## src/rtl/analog_keypad_majority_decoder_unit_assert.svh

```systemverilog
// assertion macros for the analog keypad majority decoder
`ifndef ANALOG_KEYPAD_MAJORITY_DECODER_UNIT_ASSERT_SVH
`define ANALOG_KEYPAD_MAJORITY_DECODER_UNIT_ASSERT_SVH

// implication in the same cycle
`define AKMD_ASSERT_SAME(label, clk, rst, pre, post) \
   label: assert property (@(posedge clk) disable iff (rst) (pre) |-> (post)) \
      else $error("akmd assertion failed");

// implication on the following cycle
`define AKMD_ASSERT_NEXT(label, clk, rst, pre, post) \
   label: assert property (@(posedge clk) disable iff (rst) (pre) |=> (post)) \
      else $error("akmd assertion failed");

`endif

```

## src/rtl/akmd_pkg.sv

```systemverilog
// shared types and constants of the analog keypad majority decoder
`timescale 1ns / 1ps

package akmd_pkg;

   typedef logic [2:0] key_type;

   localparam key_type BTN_NONE   = 3'd0;
   localparam key_type BTN_UP     = 3'd1;
   localparam key_type BTN_DOWN   = 3'd2;
   localparam key_type BTN_LEFT   = 3'd3;
   localparam key_type BTN_RIGHT  = 3'd4;
   localparam key_type BTN_MIDDLE = 3'd5;

   localparam int SAMPLE_BITS = 12;
   localparam int TIME_BITS   = 32;
   localparam int WINDOW_BITS = 16;

   localparam logic CSR_WINDOW_MS     = 1'b0;
   localparam logic CSR_LAYOUT_SELECT = 1'b1;

   // one classified sample in flight between front and back
   typedef struct packed {
      logic                 hit;
      key_type              key;
      logic [TIME_BITS-1:0] now_ms;
   } q_entry_type;

   typedef struct packed {
      logic full;
      logic empty;
   } q_status_type;

endpackage

```

## src/rtl/akmd_front.sv

```systemverilog
// front end: takes samples and maps them to keys through the voltage windows
`timescale 1ns / 1ps

module akmd_front (
   input  logic                                  req_valid,
   output logic                                  req_ready,
   input  logic [akmd_pkg::SAMPLE_BITS-1:0]      req_sample,
   input  logic [akmd_pkg::TIME_BITS-1:0]        req_now_ms,
   input  logic                                  layout_select,
   input  akmd_pkg::q_status_type                q_status,
   output logic                                  push,
   output akmd_pkg::q_entry_type                 push_entry
);

   localparam logic [11:0] DEF_NONE_LO   = 12'd4000;
   localparam logic [11:0] DEF_LEFT_LO   = 12'd2000;
   localparam logic [11:0] DEF_LEFT_HI   = 12'd2500;
   localparam logic [11:0] EDGE_HI       = 12'd300;
   localparam logic [11:0] MID_BAND_LO   = 12'd2600;
   localparam logic [11:0] MID_BAND_HI   = 12'd3000;
   localparam logic [11:0] DEF_UP_LO     = 12'd1000;
   localparam logic [11:0] DEF_UP_HI     = 12'd1600;
   localparam logic [11:0] TOP_BAND_LO   = 12'd3200;
   localparam logic [11:0] TOP_BAND_HI   = 12'd3400;
   localparam logic [11:0] ALT_NONE_LO   = 12'd3900;
   localparam logic [11:0] ALT_RIGHT_LO  = 12'd2300;
   localparam logic [11:0] ALT_DOWN_LO   = 12'd1200;
   localparam logic [11:0] ALT_DOWN_HI   = 12'd1700;

   logic              hit;
   akmd_pkg::key_type key;

   // windows tested in priority order, a miss keeps the previous key downstream
   always_comb begin
      hit = 1'b1;
      key = akmd_pkg::BTN_NONE;
      if (layout_select) begin
         if (req_sample > ALT_NONE_LO) begin
            key = akmd_pkg::BTN_NONE;
         end else if (req_sample > ALT_RIGHT_LO && req_sample < DEF_LEFT_HI) begin
            key = akmd_pkg::BTN_RIGHT;
         end else if (req_sample < EDGE_HI) begin
            key = akmd_pkg::BTN_LEFT;
         end else if (req_sample > MID_BAND_LO && req_sample < MID_BAND_HI) begin
            key = akmd_pkg::BTN_UP;
         end else if (req_sample > ALT_DOWN_LO && req_sample < ALT_DOWN_HI) begin
            key = akmd_pkg::BTN_DOWN;
         end else if (req_sample > TOP_BAND_LO && req_sample < TOP_BAND_HI) begin
            key = akmd_pkg::BTN_MIDDLE;
         end else begin
            hit = 1'b0;
         end
      end else begin
         if (req_sample > DEF_NONE_LO) begin
            key = akmd_pkg::BTN_NONE;
         end else if (req_sample > DEF_LEFT_LO && req_sample < DEF_LEFT_HI) begin
            key = akmd_pkg::BTN_LEFT;
         end else if (req_sample < EDGE_HI) begin
            key = akmd_pkg::BTN_RIGHT;
         end else if (req_sample > MID_BAND_LO && req_sample < MID_BAND_HI) begin
            key = akmd_pkg::BTN_DOWN;
         end else if (req_sample > DEF_UP_LO && req_sample < DEF_UP_HI) begin
            key = akmd_pkg::BTN_UP;
         end else if (req_sample > TOP_BAND_LO && req_sample < TOP_BAND_HI) begin
            key = akmd_pkg::BTN_MIDDLE;
         end else begin
            hit = 1'b0;
         end
      end
   end

   assign req_ready         = !q_status.full;
   assign push              = req_valid && req_ready;
   assign push_entry.hit    = hit;
   assign push_entry.key    = key;
   assign push_entry.now_ms = req_now_ms;

endmodule

```

## src/rtl/akmd_queue.sv

```systemverilog
// two-entry queue between the classifier and the counting back end
`timescale 1ns / 1ps
`include "analog_keypad_majority_decoder_unit_assert.svh"

module akmd_queue (
   input  logic                   clock,
   input  logic                   reset,
   input  logic                   push,
   input  akmd_pkg::q_entry_type  push_entry,
   input  logic                   pop,
   output akmd_pkg::q_entry_type  head,
   output akmd_pkg::q_status_type q_status
);

   akmd_pkg::q_entry_type mem_ff [2];
   logic                  wr_ptr_ff;
   logic                  wr_ptr_in;
   logic                  rd_ptr_ff;
   logic                  rd_ptr_in;
   logic [1:0]            count_ff;
   logic [1:0]            count_in;

   always_comb begin
      wr_ptr_in = push ? !wr_ptr_ff : wr_ptr_ff;
      rd_ptr_in = pop ? !rd_ptr_ff : rd_ptr_ff;
      count_in  = count_ff;
      if (push && !pop) begin
         count_in = count_ff + 2'd1;
      end else if (pop && !push) begin
         count_in = count_ff - 2'd1;
      end
   end

   always_ff @(posedge clock) begin
      if (reset) begin
         wr_ptr_ff <= 1'b0;
         rd_ptr_ff <= 1'b0;
         count_ff  <= 2'd0;
      end else begin
         wr_ptr_ff <= wr_ptr_in;
         rd_ptr_ff <= rd_ptr_in;
         count_ff  <= count_in;
      end
   end

   always_ff @(posedge clock) begin
      if (push) begin
         mem_ff[wr_ptr_ff] <= push_entry;
      end
   end

   assign head           = mem_ff[rd_ptr_ff];
   assign q_status.full  = count_ff == 2'd2;
   assign q_status.empty = count_ff == 2'd0;

   `AKMD_ASSERT_SAME(a_no_overfill, clock, reset, push && !pop, count_ff != 2'd2)
   `AKMD_ASSERT_SAME(a_no_underrun, clock, reset, pop, count_ff != 2'd0)

endmodule

```

## src/rtl/akmd_back.sv

```systemverilog
// back end: per-key counters, window timing and majority decision
`timescale 1ns / 1ps
`include "analog_keypad_majority_decoder_unit_assert.svh"

module akmd_back #(
   parameter int KEY_COUNT  = 6,
   parameter int COUNT_BITS = 16
) (
   input  logic                                 clock,
   input  logic                                 reset,
   input  logic [akmd_pkg::WINDOW_BITS-1:0]     window_ms,
   input  akmd_pkg::q_entry_type                head,
   input  akmd_pkg::q_status_type               q_status,
   output logic                                 pop,
   output logic                                 rsp_valid,
   input  logic                                 rsp_ready,
   output akmd_pkg::key_type                    rsp_key_code
);

   logic [COUNT_BITS-1:0]          counts_ff  [KEY_COUNT];
   logic [COUNT_BITS-1:0]          counts_inc [KEY_COUNT];
   akmd_pkg::key_type              raw_key_ff;
   akmd_pkg::key_type              raw_key_in;
   logic [akmd_pkg::TIME_BITS-1:0] window_start_ff;
   akmd_pkg::key_type              last_ff;
   logic                           rsp_valid_ff;
   logic                           rsp_valid_in;
   akmd_pkg::key_type              rsp_key_ff;
   logic [akmd_pkg::TIME_BITS-1:0] elapsed;
   logic                           decide;
   logic [COUNT_BITS-1:0]          best;
   akmd_pkg::key_type              pick;
   logic                           emit;

   assign pop        = !q_status.empty && (!rsp_valid_ff || rsp_ready);
   assign raw_key_in = head.hit ? head.key : raw_key_ff;
   assign elapsed    = head.now_ms - window_start_ff;
   assign decide     = elapsed > akmd_pkg::TIME_BITS'(window_ms);

   // saturating count of the current key
   always_comb begin
      for (int i = 0; i < KEY_COUNT; i++) begin
         counts_inc[i] = counts_ff[i];
         if (raw_key_in == 3'(i) && counts_ff[i] != '1) begin
            counts_inc[i] = counts_ff[i] + COUNT_BITS'(1);
         end
      end
   end

   // highest count wins, lowest code on ties, none when all are zero
   always_comb begin
      best = '0;
      pick = akmd_pkg::BTN_NONE;
      for (int i = 0; i < KEY_COUNT; i++) begin
         if (counts_inc[i] > best) begin
            best = counts_inc[i];
            pick = 3'(i);
         end
      end
   end

   assign emit = decide && (pick != akmd_pkg::BTN_NONE || last_ff != akmd_pkg::BTN_NONE);

   always_comb begin
      rsp_valid_in = rsp_valid_ff;
      if (pop) begin
         rsp_valid_in = emit;
      end else if (rsp_ready) begin
         rsp_valid_in = 1'b0;
      end
   end

   always_ff @(posedge clock) begin
      if (reset) begin
         raw_key_ff      <= akmd_pkg::BTN_NONE;
         window_start_ff <= '0;
         last_ff         <= akmd_pkg::BTN_NONE;
         rsp_valid_ff    <= 1'b0;
         for (int i = 0; i < KEY_COUNT; i++) begin
            counts_ff[i] <= '0;
         end
      end else begin
         rsp_valid_ff <= rsp_valid_in;
         if (pop) begin
            raw_key_ff <= raw_key_in;
            if (decide) begin
               window_start_ff <= head.now_ms;
               last_ff         <= pick;
               for (int i = 0; i < KEY_COUNT; i++) begin
                  counts_ff[i] <= '0;
               end
            end else begin
               for (int i = 0; i < KEY_COUNT; i++) begin
                  counts_ff[i] <= counts_inc[i];
               end
            end
         end
      end
   end

   always_ff @(posedge clock) begin
      if (pop && emit) begin
         rsp_key_ff <= pick;
      end
   end

   assign rsp_valid    = rsp_valid_ff;
   assign rsp_key_code = rsp_key_ff;

   `AKMD_ASSERT_NEXT(a_clear_after_pick, clock, reset, pop && decide, counts_ff[0] == '0)
   `AKMD_ASSERT_SAME(a_key_in_range, clock, reset, rsp_valid_ff, {1'b0, rsp_key_ff} < 4'(KEY_COUNT))
   `AKMD_ASSERT_NEXT(a_pick_recorded, clock, reset, pop && emit, last_ff == rsp_key_ff)

endmodule

```

## src/rtl/analog_keypad_majority_decoder_unit.sv

```systemverilog
// top level of the analog keypad majority decoder
//
//  channel  direction  handshake              payload
//  req      in         req_valid / req_ready  req_sample[11:0], req_now_ms[31:0]
//  rsp      out        rsp_valid / rsp_ready  rsp_key_code[2:0]
//  csr      in         csr_we                 csr_index[0], csr_wdata[15:0]
//
// one sample per cycle sustained while rsp is not stalled; a req transfer is written into the
// two-entry queue, the back end pops it from there and registers its decision in rsp_valid
// the back end's count, elapsed-time compare and six-way pick are all combinational
// synchronous active-high reset clears queue, counters, window start and last pick
// a stalled rsp holds the back end; the queue then fills and req_ready drops
`timescale 1ns / 1ps

module analog_keypad_majority_decoder_unit #(
   parameter int KEY_COUNT  = 6,
   parameter int COUNT_BITS = 16
) (
   input  logic                                 clock,
   input  logic                                 reset,
   input  logic                                 req_valid,
   output logic                                 req_ready,
   input  logic [akmd_pkg::SAMPLE_BITS-1:0]     req_sample,
   input  logic [akmd_pkg::TIME_BITS-1:0]       req_now_ms,
   output logic                                 rsp_valid,
   input  logic                                 rsp_ready,
   output logic [2:0]                           rsp_key_code,
   input  logic                                 csr_we,
   input  logic                                 csr_index,
   input  logic [akmd_pkg::WINDOW_BITS-1:0]     csr_wdata
);

   logic [akmd_pkg::WINDOW_BITS-1:0] window_ms_ff;
   logic                             layout_ff;
   akmd_pkg::q_status_type           q_status;
   akmd_pkg::q_entry_type            push_entry;
   akmd_pkg::q_entry_type            head;
   logic                             push;
   logic                             pop;

   always_ff @(posedge clock) begin
      if (reset) begin
         window_ms_ff <= akmd_pkg::WINDOW_BITS'(50);
         layout_ff    <= 1'b0;
      end else if (csr_we) begin
         case (csr_index)
            akmd_pkg::CSR_WINDOW_MS: begin
               window_ms_ff <= csr_wdata;
            end
            akmd_pkg::CSR_LAYOUT_SELECT: begin
               layout_ff <= csr_wdata[0];
            end
            default: begin
               layout_ff <= layout_ff;
            end
         endcase
      end
   end

   akmd_front u_front (
      .req_valid     (req_valid),
      .req_ready     (req_ready),
      .req_sample    (req_sample),
      .req_now_ms    (req_now_ms),
      .layout_select (layout_ff),
      .q_status      (q_status),
      .push          (push),
      .push_entry    (push_entry)
   );

   akmd_queue u_queue (
      .clock      (clock),
      .reset      (reset),
      .push       (push),
      .push_entry (push_entry),
      .pop        (pop),
      .head       (head),
      .q_status   (q_status)
   );

   akmd_back #(
      .KEY_COUNT  (KEY_COUNT),
      .COUNT_BITS (COUNT_BITS)
   ) u_back (
      .clock        (clock),
      .reset        (reset),
      .window_ms    (window_ms_ff),
      .head         (head),
      .q_status     (q_status),
      .pop          (pop),
      .rsp_valid    (rsp_valid),
      .rsp_ready    (rsp_ready),
      .rsp_key_code (rsp_key_code)
   );

endmodule
```

## config.mk

```make
export PLATFORM = sky130hd
export DESIGN_NAME = analog_keypad_majority_decoder_unit
export DESIGN_NICKNAME = d
export VERILOG_FILES = /design/src/rtl/akmd_pkg.sv /design/src/rtl/akmd_front.sv /design/src/rtl/akmd_queue.sv /design/src/rtl/akmd_back.sv /design/src/rtl/analog_keypad_majority_decoder_unit.sv
export VERILOG_INCLUDE_DIRS = /design/src /design/src/rtl
export SDC_FILE = /design/constraint.sdc
export NUM_CORES = 1
export LEC_CHECK = 0
export BUFFER_PORTS_ARGS = -buffer_cell sky130_fd_sc_hd__buf_2
export CAP_MARGIN = 20
export CORE_MARGIN = 2
export CORE_UTILIZATION = 30
export DETAILED_ROUTE_END_ITERATION = 10
export SLEW_MARGIN = 20
export SYNTH_ARGS = -nofsm -noshare
export SYNTH_HDL_FRONTEND = slang
export SYNTH_SLANG_ARGS = --single-unit
```

## constraint.sdc

```tcl
create_clock -name clock -period 30 [get_ports clock]
set_input_delay 6 -clock clock [delete_from_list [all_inputs] [get_ports clock]]
set_output_delay 6 -clock clock [all_outputs]
set_load 0.02 [all_outputs]
```

==> results of run 1 <==
## placed cells by master, fill, tap and decap left out, types with 6 or more instances in the layout
cell type,n
a211oi_1,47
nand3_1,50
a21oi_1,121
buf_4,11
or3_1,9
nor2_1,190
mux2i_1,15
nor4_1,20
o21a_1,9
nor3_1,65
nand2_1,125
and4_1,8
nor2b_1,36
mux2_2,56
a31oi_1,13
a21o_1,31
or4_1,9
clkbuf_1,6
dfxtp_1,60
edfxtp_1,171
ha_1,132
o211ai_1,6
a221oi_1,7
o21ai_1,7
xor2_1,41
o41ai_1,6
a211o_1,7
inv_1,141
xnor2_1,65
o21ai_0,51
buf_2,70
clkbuf_16,27
a41oi_1,6
and3_1,13
clkinv_1,8
a221o_1,6
nand4_1,50
## logic make-up after synthesis
group                    Yosys count  synth area share
flip-flops                       232            0.3968
buffers and inverters            209           0.05296
AND/OR/NAND/NOR                  602            0.1807
multiplexers                      72           0.04944
XOR/XNOR                         106           0.05796
AO/OA/AOI/OAI                    379            0.1578
adder cells (fa/ha/maj)          133            0.1044
## stage by stage
stage                 util  worst slack [ns]  std cells  hold slack [ns]
finish              0.3400             13.85       2485           0.4590
global route        0.3400             12.52       2485           0.4743
CTS                 0.3398             13.96       2485           0.4597
detailed placement  0.3238             14.06       2436           0.4517
global placement    0.3234             14.64       2435           0.4465
floorplan                -             16.93       1733           0.4363
## per-layer routing
layer	vias up	track usage	routed length, um
li1	6457	-	-
met1	6233	0.1896	18910
met2	287	0.2507	19750
met3	73	0.01833	1572
met4	0	0.04584	1377
met5	-	0	0
## flip-flops by register name, indices dropped and copies added (netlist names), named ones only
signal	count
u_queue.mem_ff	72
u_queue.rd_ptr_ff	1
u_queue.count_ff	2
u_back.raw_key_ff	3
u_back.counts_ff	96
u_back.rsp_key_code	3
u_back.window_start_ff	32
layout_ff	1
window_ms_ff	16
u_queue.wr_ptr_ff	1
u_back.last_ff	3
u_back.rsp_valid	1
## area by class of cell
type | instances | area share
Inverter | 142 | 0.02978
Timing Repair Buffer | 82 | 0.02530
Multi-Input combinational cell | 1292 | 0.4944
Sequential cell | 232 | 0.3551
Clock buffer | 34 | 0.03977
Clock inverter | 15 | 0.007479
Tap cell | 688 | 0.04809
## worst max path at each step
| stage | depth (start not counted) | from | to | slack, ns |
|---|---|---|---|---|
| 3_5_place_dp | 58 | register | u_back.last_ff[1] | 14.06 |
| 3_3_place_gp | 58 | register | u_back.last_ff[1] | 14.64 |
| 5_1_grt | 58 | register | u_back.last_ff[1] | 12.52 |
| 4_1_cts | 58 | register | u_back.last_ff[1] | 13.96 |
| 2_1_floorplan | 62 | register | u_back.last_ff[1] | 16.93 |
| 6_report | 58 | register | u_back.last_ff[1] | 13.85 |
## critical path: cells and delay by family (launching register included)
| kind | cells | cell delay (ns) |
|---|---|---|
| buf+inv | 3 | 0.91 |
| compound gates | 27 | 6.77 |
| fa+ha+maj | 5 | 1.58 |
| xor+xnor | 1 | 0.21 |
| simple gates | 18 | 4.50 |
| flops | 1 | 0.54 |
| mux | 4 | 1.50 |
## cells in the mapped netlist (all sizes together) (50+ instances only)
library cell / n / share of area
nor2: 192 / 0.045
edfxtp: 171 / 0.32
inv: 141 / 0.033
ha: 132 / 0.10
nand2: 125 / 0.029
a21oi: 122 / 0.038
nor3: 66 / 0.021
xnor2: 65 / 0.036
dfxtp: 61 / 0.076
o21ai: 59 / 0.019
mux2: 57 / 0.040
clkbuf: 51 / 0.012
nand3: 50 / 0.016
nand4: 50 / 0.020
==> flow_metrics.tcl, run 1 <==
set metrics [dict create \
    status "finished, final reports clean" \
    cts-root-buf "clkbuf_16" \
    seq_area_frac_synth 0.3968 \
    yosysWarnings 0 \
    ctsHoldBuffers 0 \
    synth_edf_count 171 \
    vias 13050 \
    numPortBuffers 70 \
    endpoint_kind "register" \
    groute.usage.overall 0.1457 \
    clock_latency_ns 0.57 \
    core_sq_mm 0.05266 \
    initial_utilization 0.3042 \
    ant_nets 0 \
    slew_headroom 0.2991 \
    min_to "window_ms_ff[9]" \
    hold_violations 0 \
    finalSetupViolCount 0 \
    grt_overflow 0 \
    drive_gt1_frac 0.1113 \
    hold_path_class "reg2reg" \
    n_antenna_cell 0 \
    crit_type "reg2reg" \
    grt_max_degree 97 \
    fmax_mhz 61.93 \
    tns_ns 0 \
    fin_crit_ns 16.15 \
    dp_hpwl_um 31370 \
    min_from "window_ms_ff[9]" \
    die_w_um 235.1 \
    first_global_vias 12670 \
    fp.dieArea_sq_mm 0.05526 \
    drtPass1Iterations 7 \
    antenna_found_initial 0 \
    wirelength_um 41610 \
    cp_max_fo 25 \
    clockBufferDepth 3 \
    drv_slew 0 \
    arrival_ns 16.62 \
    synth_seq_cells 232 \
    r2r_end "u_back.last_ff[1]" \
    ys_async_sr_fraction 0 \
    placementRows 84 \
    area_growth_pct 11.76 \
    fill_cells 5375 \
    cts.repair.resized 0 \
    drc_errors 0 \
    rsz0062_at_grt "false" \
    worst_slew_pin_slew_ns 1.051 \
    slowest_stage "a221o_1" \
    dieHeight_um 235.1 \
    clock_sinks 232 \
    post_cts_buffers 0 \
    ff_latch_area_sq_mm 0.006357 \
    cp.required_ns 30.47 \
    max_stage_delay_ns 0.86 \
    routed_via_density 5.252 \
    rr_worst_depth 58 \
    r2r_setup_slack_ns 13.85 \
    startpoint_type "register" \
    synth_cell_types 81 \
    nets 1976 \
    cts_tree "built" \
    postPlaceCellArea_sq_mm 0.01705 \
    fin_skew_ns 0.01605 \
    path_clk_slew_ns 0.07 \
    htreeDepth 1 \
    avgSynthCellArea_sq_um 9.243 \
    multi_input_area_sq_mm 0.008851 \
    wl_per_cell_um 16.74 \
    ios 71 \
    drt_iter0_markers 921 \
    grt_pass1_wl_um 66630 \
    holdPathStages 2 \
    synth_nets 1932 \
    netlist_area_sq_mm 0.01602 \
    synthFlopType "edfxtp_1" \
    place_congestion 0.8937 \
    fin_crit_sh 0.5383 \
    cts_made_buffers 27 \
    fin_area_sq_mm 0.01790 \
    max-cap-violations 0 \
    syn_inst 1733 \
]
Power of run 1 is left out: the tool's default activity adds up to more than one toggle a clock period on the data nets, which glitch-free logic cannot reach.
==> inputs of run 2 (changes only) <==
--- a/config.mk
+++ b/config.mk
@@ -6,6 +6,7 @@
 export SDC_FILE = /design/constraint.sdc
 export NUM_CORES = 1
 export LEC_CHECK = 0
+export ABC_AREA = 1
 export BUFFER_PORTS_ARGS = -buffer_cell sky130_fd_sc_hd__buf_2
 export CAP_MARGIN = 20
 export CORE_MARGIN = 2
==> constraint.sdc (replaced) <==
create_clock -name clock -period 16.85 [get_ports clock]
set_input_delay 3.37 -clock clock [delete_from_list [all_inputs] [get_ports clock]]
set_output_delay 3.37 -clock clock [all_outputs]
set_load 0.02 [all_outputs]
==> run 2 against run 1 <==
Via count up 1.3%. Area after synthesis shrank 0.25%. Die area shrank 0.25%. Count of clock-buffer cells in the layout up 4. Sequential share of layout area is 0.28 points lower. Flip-flop and latch count did not move. Design area rose by 0.78%. Setup slack got worse by 8.1 ns. Critical path type unchanged.
==> flow_metrics.tcl, run 2 <==
set metrics [dict create \
    wirelength_um 38220 \
    yosysWarnings 0 \
    postPlaceCellArea_sq_mm 0.01708 \
    path_buf_inv 7 \
    slowest_stage "inv_2" \
    first_global_vias 12880 \
    clockBufferDepth 3 \
    die_w_um 234.8 \
    fmax_mhz 89.78 \
    fin_crit_ns 11.14 \
    ctsHoldBuffers 0 \
    holdWs_ns 0.4560 \
    finalSetupViolCount 0 \
    antenna_found_initial 2 \
    largest_register_ffs 96 \
    fill_cells 5442 \
    crit_type "reg2reg" \
    drt_iter0_markers 980 \
    cts-root-buf "clkbuf_16" \
    fin_area_sq_mm 0.01804 \
    numPortBuffers 70 \
    routed_via_density 4.748 \
    drtPass1Iterations 5 \
    clock_latency_ns 0.59 \
    grt_overflow 0 \
    synth_area_leaders "edfxtp_1 (32%), ha_1 (10%), nand2_1 (9.6%)" \
    rsz0062_at_grt "false" \
    htreeDepth 1 \
    synth_nets 2210 \
    synthTopCellsByCount "nand2_1 (407), inv_1 (321), nor2_1 (234), edfxtp_1 (171), ha_1 (132)" \
    startpoint_type "register" \
    drv_slew 0 \
    max_stage_delay_ns 0.47 \
    crit_top_cell "nand2_1" \
    status "finished, final reports clean" \
    hold_path_class "reg2reg" \
    drive_gt1_frac 0.09017 \
    ant_nets 0 \
    synthFlopType "edfxtp_1" \
    area_growth_pct 12.91 \
    dieHeight_um 234.8 \
    reg.largest.list "u_back.counts_ff x96, u_queue.mem_ff x72, u_back.window_start_ff x32" \
    tns_ns 0 \
    synth_edf_count 171 \
    core_sq_mm 0.05266 \
    seq_area_frac_synth 0.3978 \
    synth_area_leader_cell "edfxtp_1" \
    slew_headroom 0.3010 \
    arrival_ns 11.44 \
    path_clk_slew_ns 0.06 \
    top_register "u_back.counts_ff" \
    initial_utilization 0.3034 \
    worst_slew_pin_slew_ns 1.035 \
    synth_top_area_frac 0.3214 \
    post_cts_buffers 0 \
    netlist_area_sq_mm 0.01598 \
    ios 71 \
    dp_hpwl_um 29250 \
    setup_ws_ns 5.711 \
    groute.usage.overall 0.1353 \
    cts_tree "built" \
    fin_skew_ns 0.04796 \
    fp.dieArea_sq_mm 0.05512 \
    syn_inst 2011 \
    yosysMostFrequentCell "nand2_1" \
    layout_common_cells "nand2_1 (406), inv_1 (321), nor2_1 (232)" \
    grt_max_degree 97 \
    cts_made_buffers 28 \
    dp_worst_setup_slack_ns 5.857 \
    hold_violations 0 \
    clock_sinks 232 \
    synth_seq_cells 232 \
    cp_max_fo 35 \
    cts.repair.resized 0 \
    endpoint_kind "register" \
    wl_per_cell_um 13.73 \
    cp.required_ns 17.15 \
    drc_errors 0 \
    vias 13220 \
    fin_crit_sh 0.6611 \
    n_antenna_cell 0 \
    final_common_cell "nand2_1" \
    placementRows 84 \
    max-cap-violations 0 \
    synth_cell_types 60 \
    grt_pass1_wl_um 62860 \
    ys_async_sr_fraction 0 \
    avgSynthCellArea_sq_um 7.945 \
    nets 2273 \
    critPathTopFamily "simple AND/OR/NAND/NOR gates" \
    place_congestion 0.9105 \
]
[run 2: cell count changes after synthesis, moves of 36 or more]
cell      change
inv_1       +180
o21ai_0      +56
nand2_1     +282
nor2_1       +43
xor2_1       +44
nor2b_1      -36
xnor2_1      -40
a211oi_1     -39
mux2_2       -56
[run 2: path summary, 6_finish.rpt]
check	to	cells after the start	startpoint	slack (ns)
setup / recovery	u_back.rsp_key_code[2]	66	register	5.71
hold / removal	u_back.window_start_ff[6]	2	u_back.window_start_ff[6]	0.46
setup reg to reg	u_back.rsp_key_code[2]	66	register	5.71
hold reg to reg	u_back.window_start_ff[6]	2	u_back.window_start_ff[6]	0.46
[run 2: routing by layer]
layer  up-vias  track usage  share of wire
li1       6762            -              -
met1      6105       0.1806           0.47
met2       283       0.2250           0.45
met3        66      0.02115          0.048
met4         2      0.04047          0.029
met5         -            0        0.00029
[run 2: tightest hold or removal path, cell delays in order, from the launching register on]
cell and delay [ns]:
dfxtp_1 0.29, inv_1 0.06, a21oi_1 0.05
[run 2: per-stage QoR]
stage / utilization / instances
global route: 0.3426 / 2784
global placement: 0.3235 / 2730
CTS: 0.3426 / 2784
finish: 0.3426 / 2784
floorplan: - / 2011
detailed placement: 0.3243 / 2732
[run 2: cell type report]
cell class | count | area, sq um | share of cell area
Multi-Input combinational cell | 1408 | 8193 | 0.4541
Inverter | 325 | 1224 | 0.06783
Clock buffer | 38 | 748.2 | 0.04147
Sequential cell | 232 | 6356 | 0.3523
Timing Repair Buffer | 79 | 442.9 | 0.02455
Clock inverter | 14 | 216.5 | 0.01200
Tap cell | 688 | 860.8 | 0.04771
[run 2: logic make-up after synthesis]
group,count (synthesis),share of synthesized area
AOI/OAI and AO/OA,326,0.1207
xor gates and xnor gates,110,0.06030
adders and majority gates,133,0.1046
buffers and inverters,371,0.09209
DFF,232,0.3978
muxes,2,0.001253
and+or+nand+nor,837,0.2233
Power of run 2 is left out for the same reason.
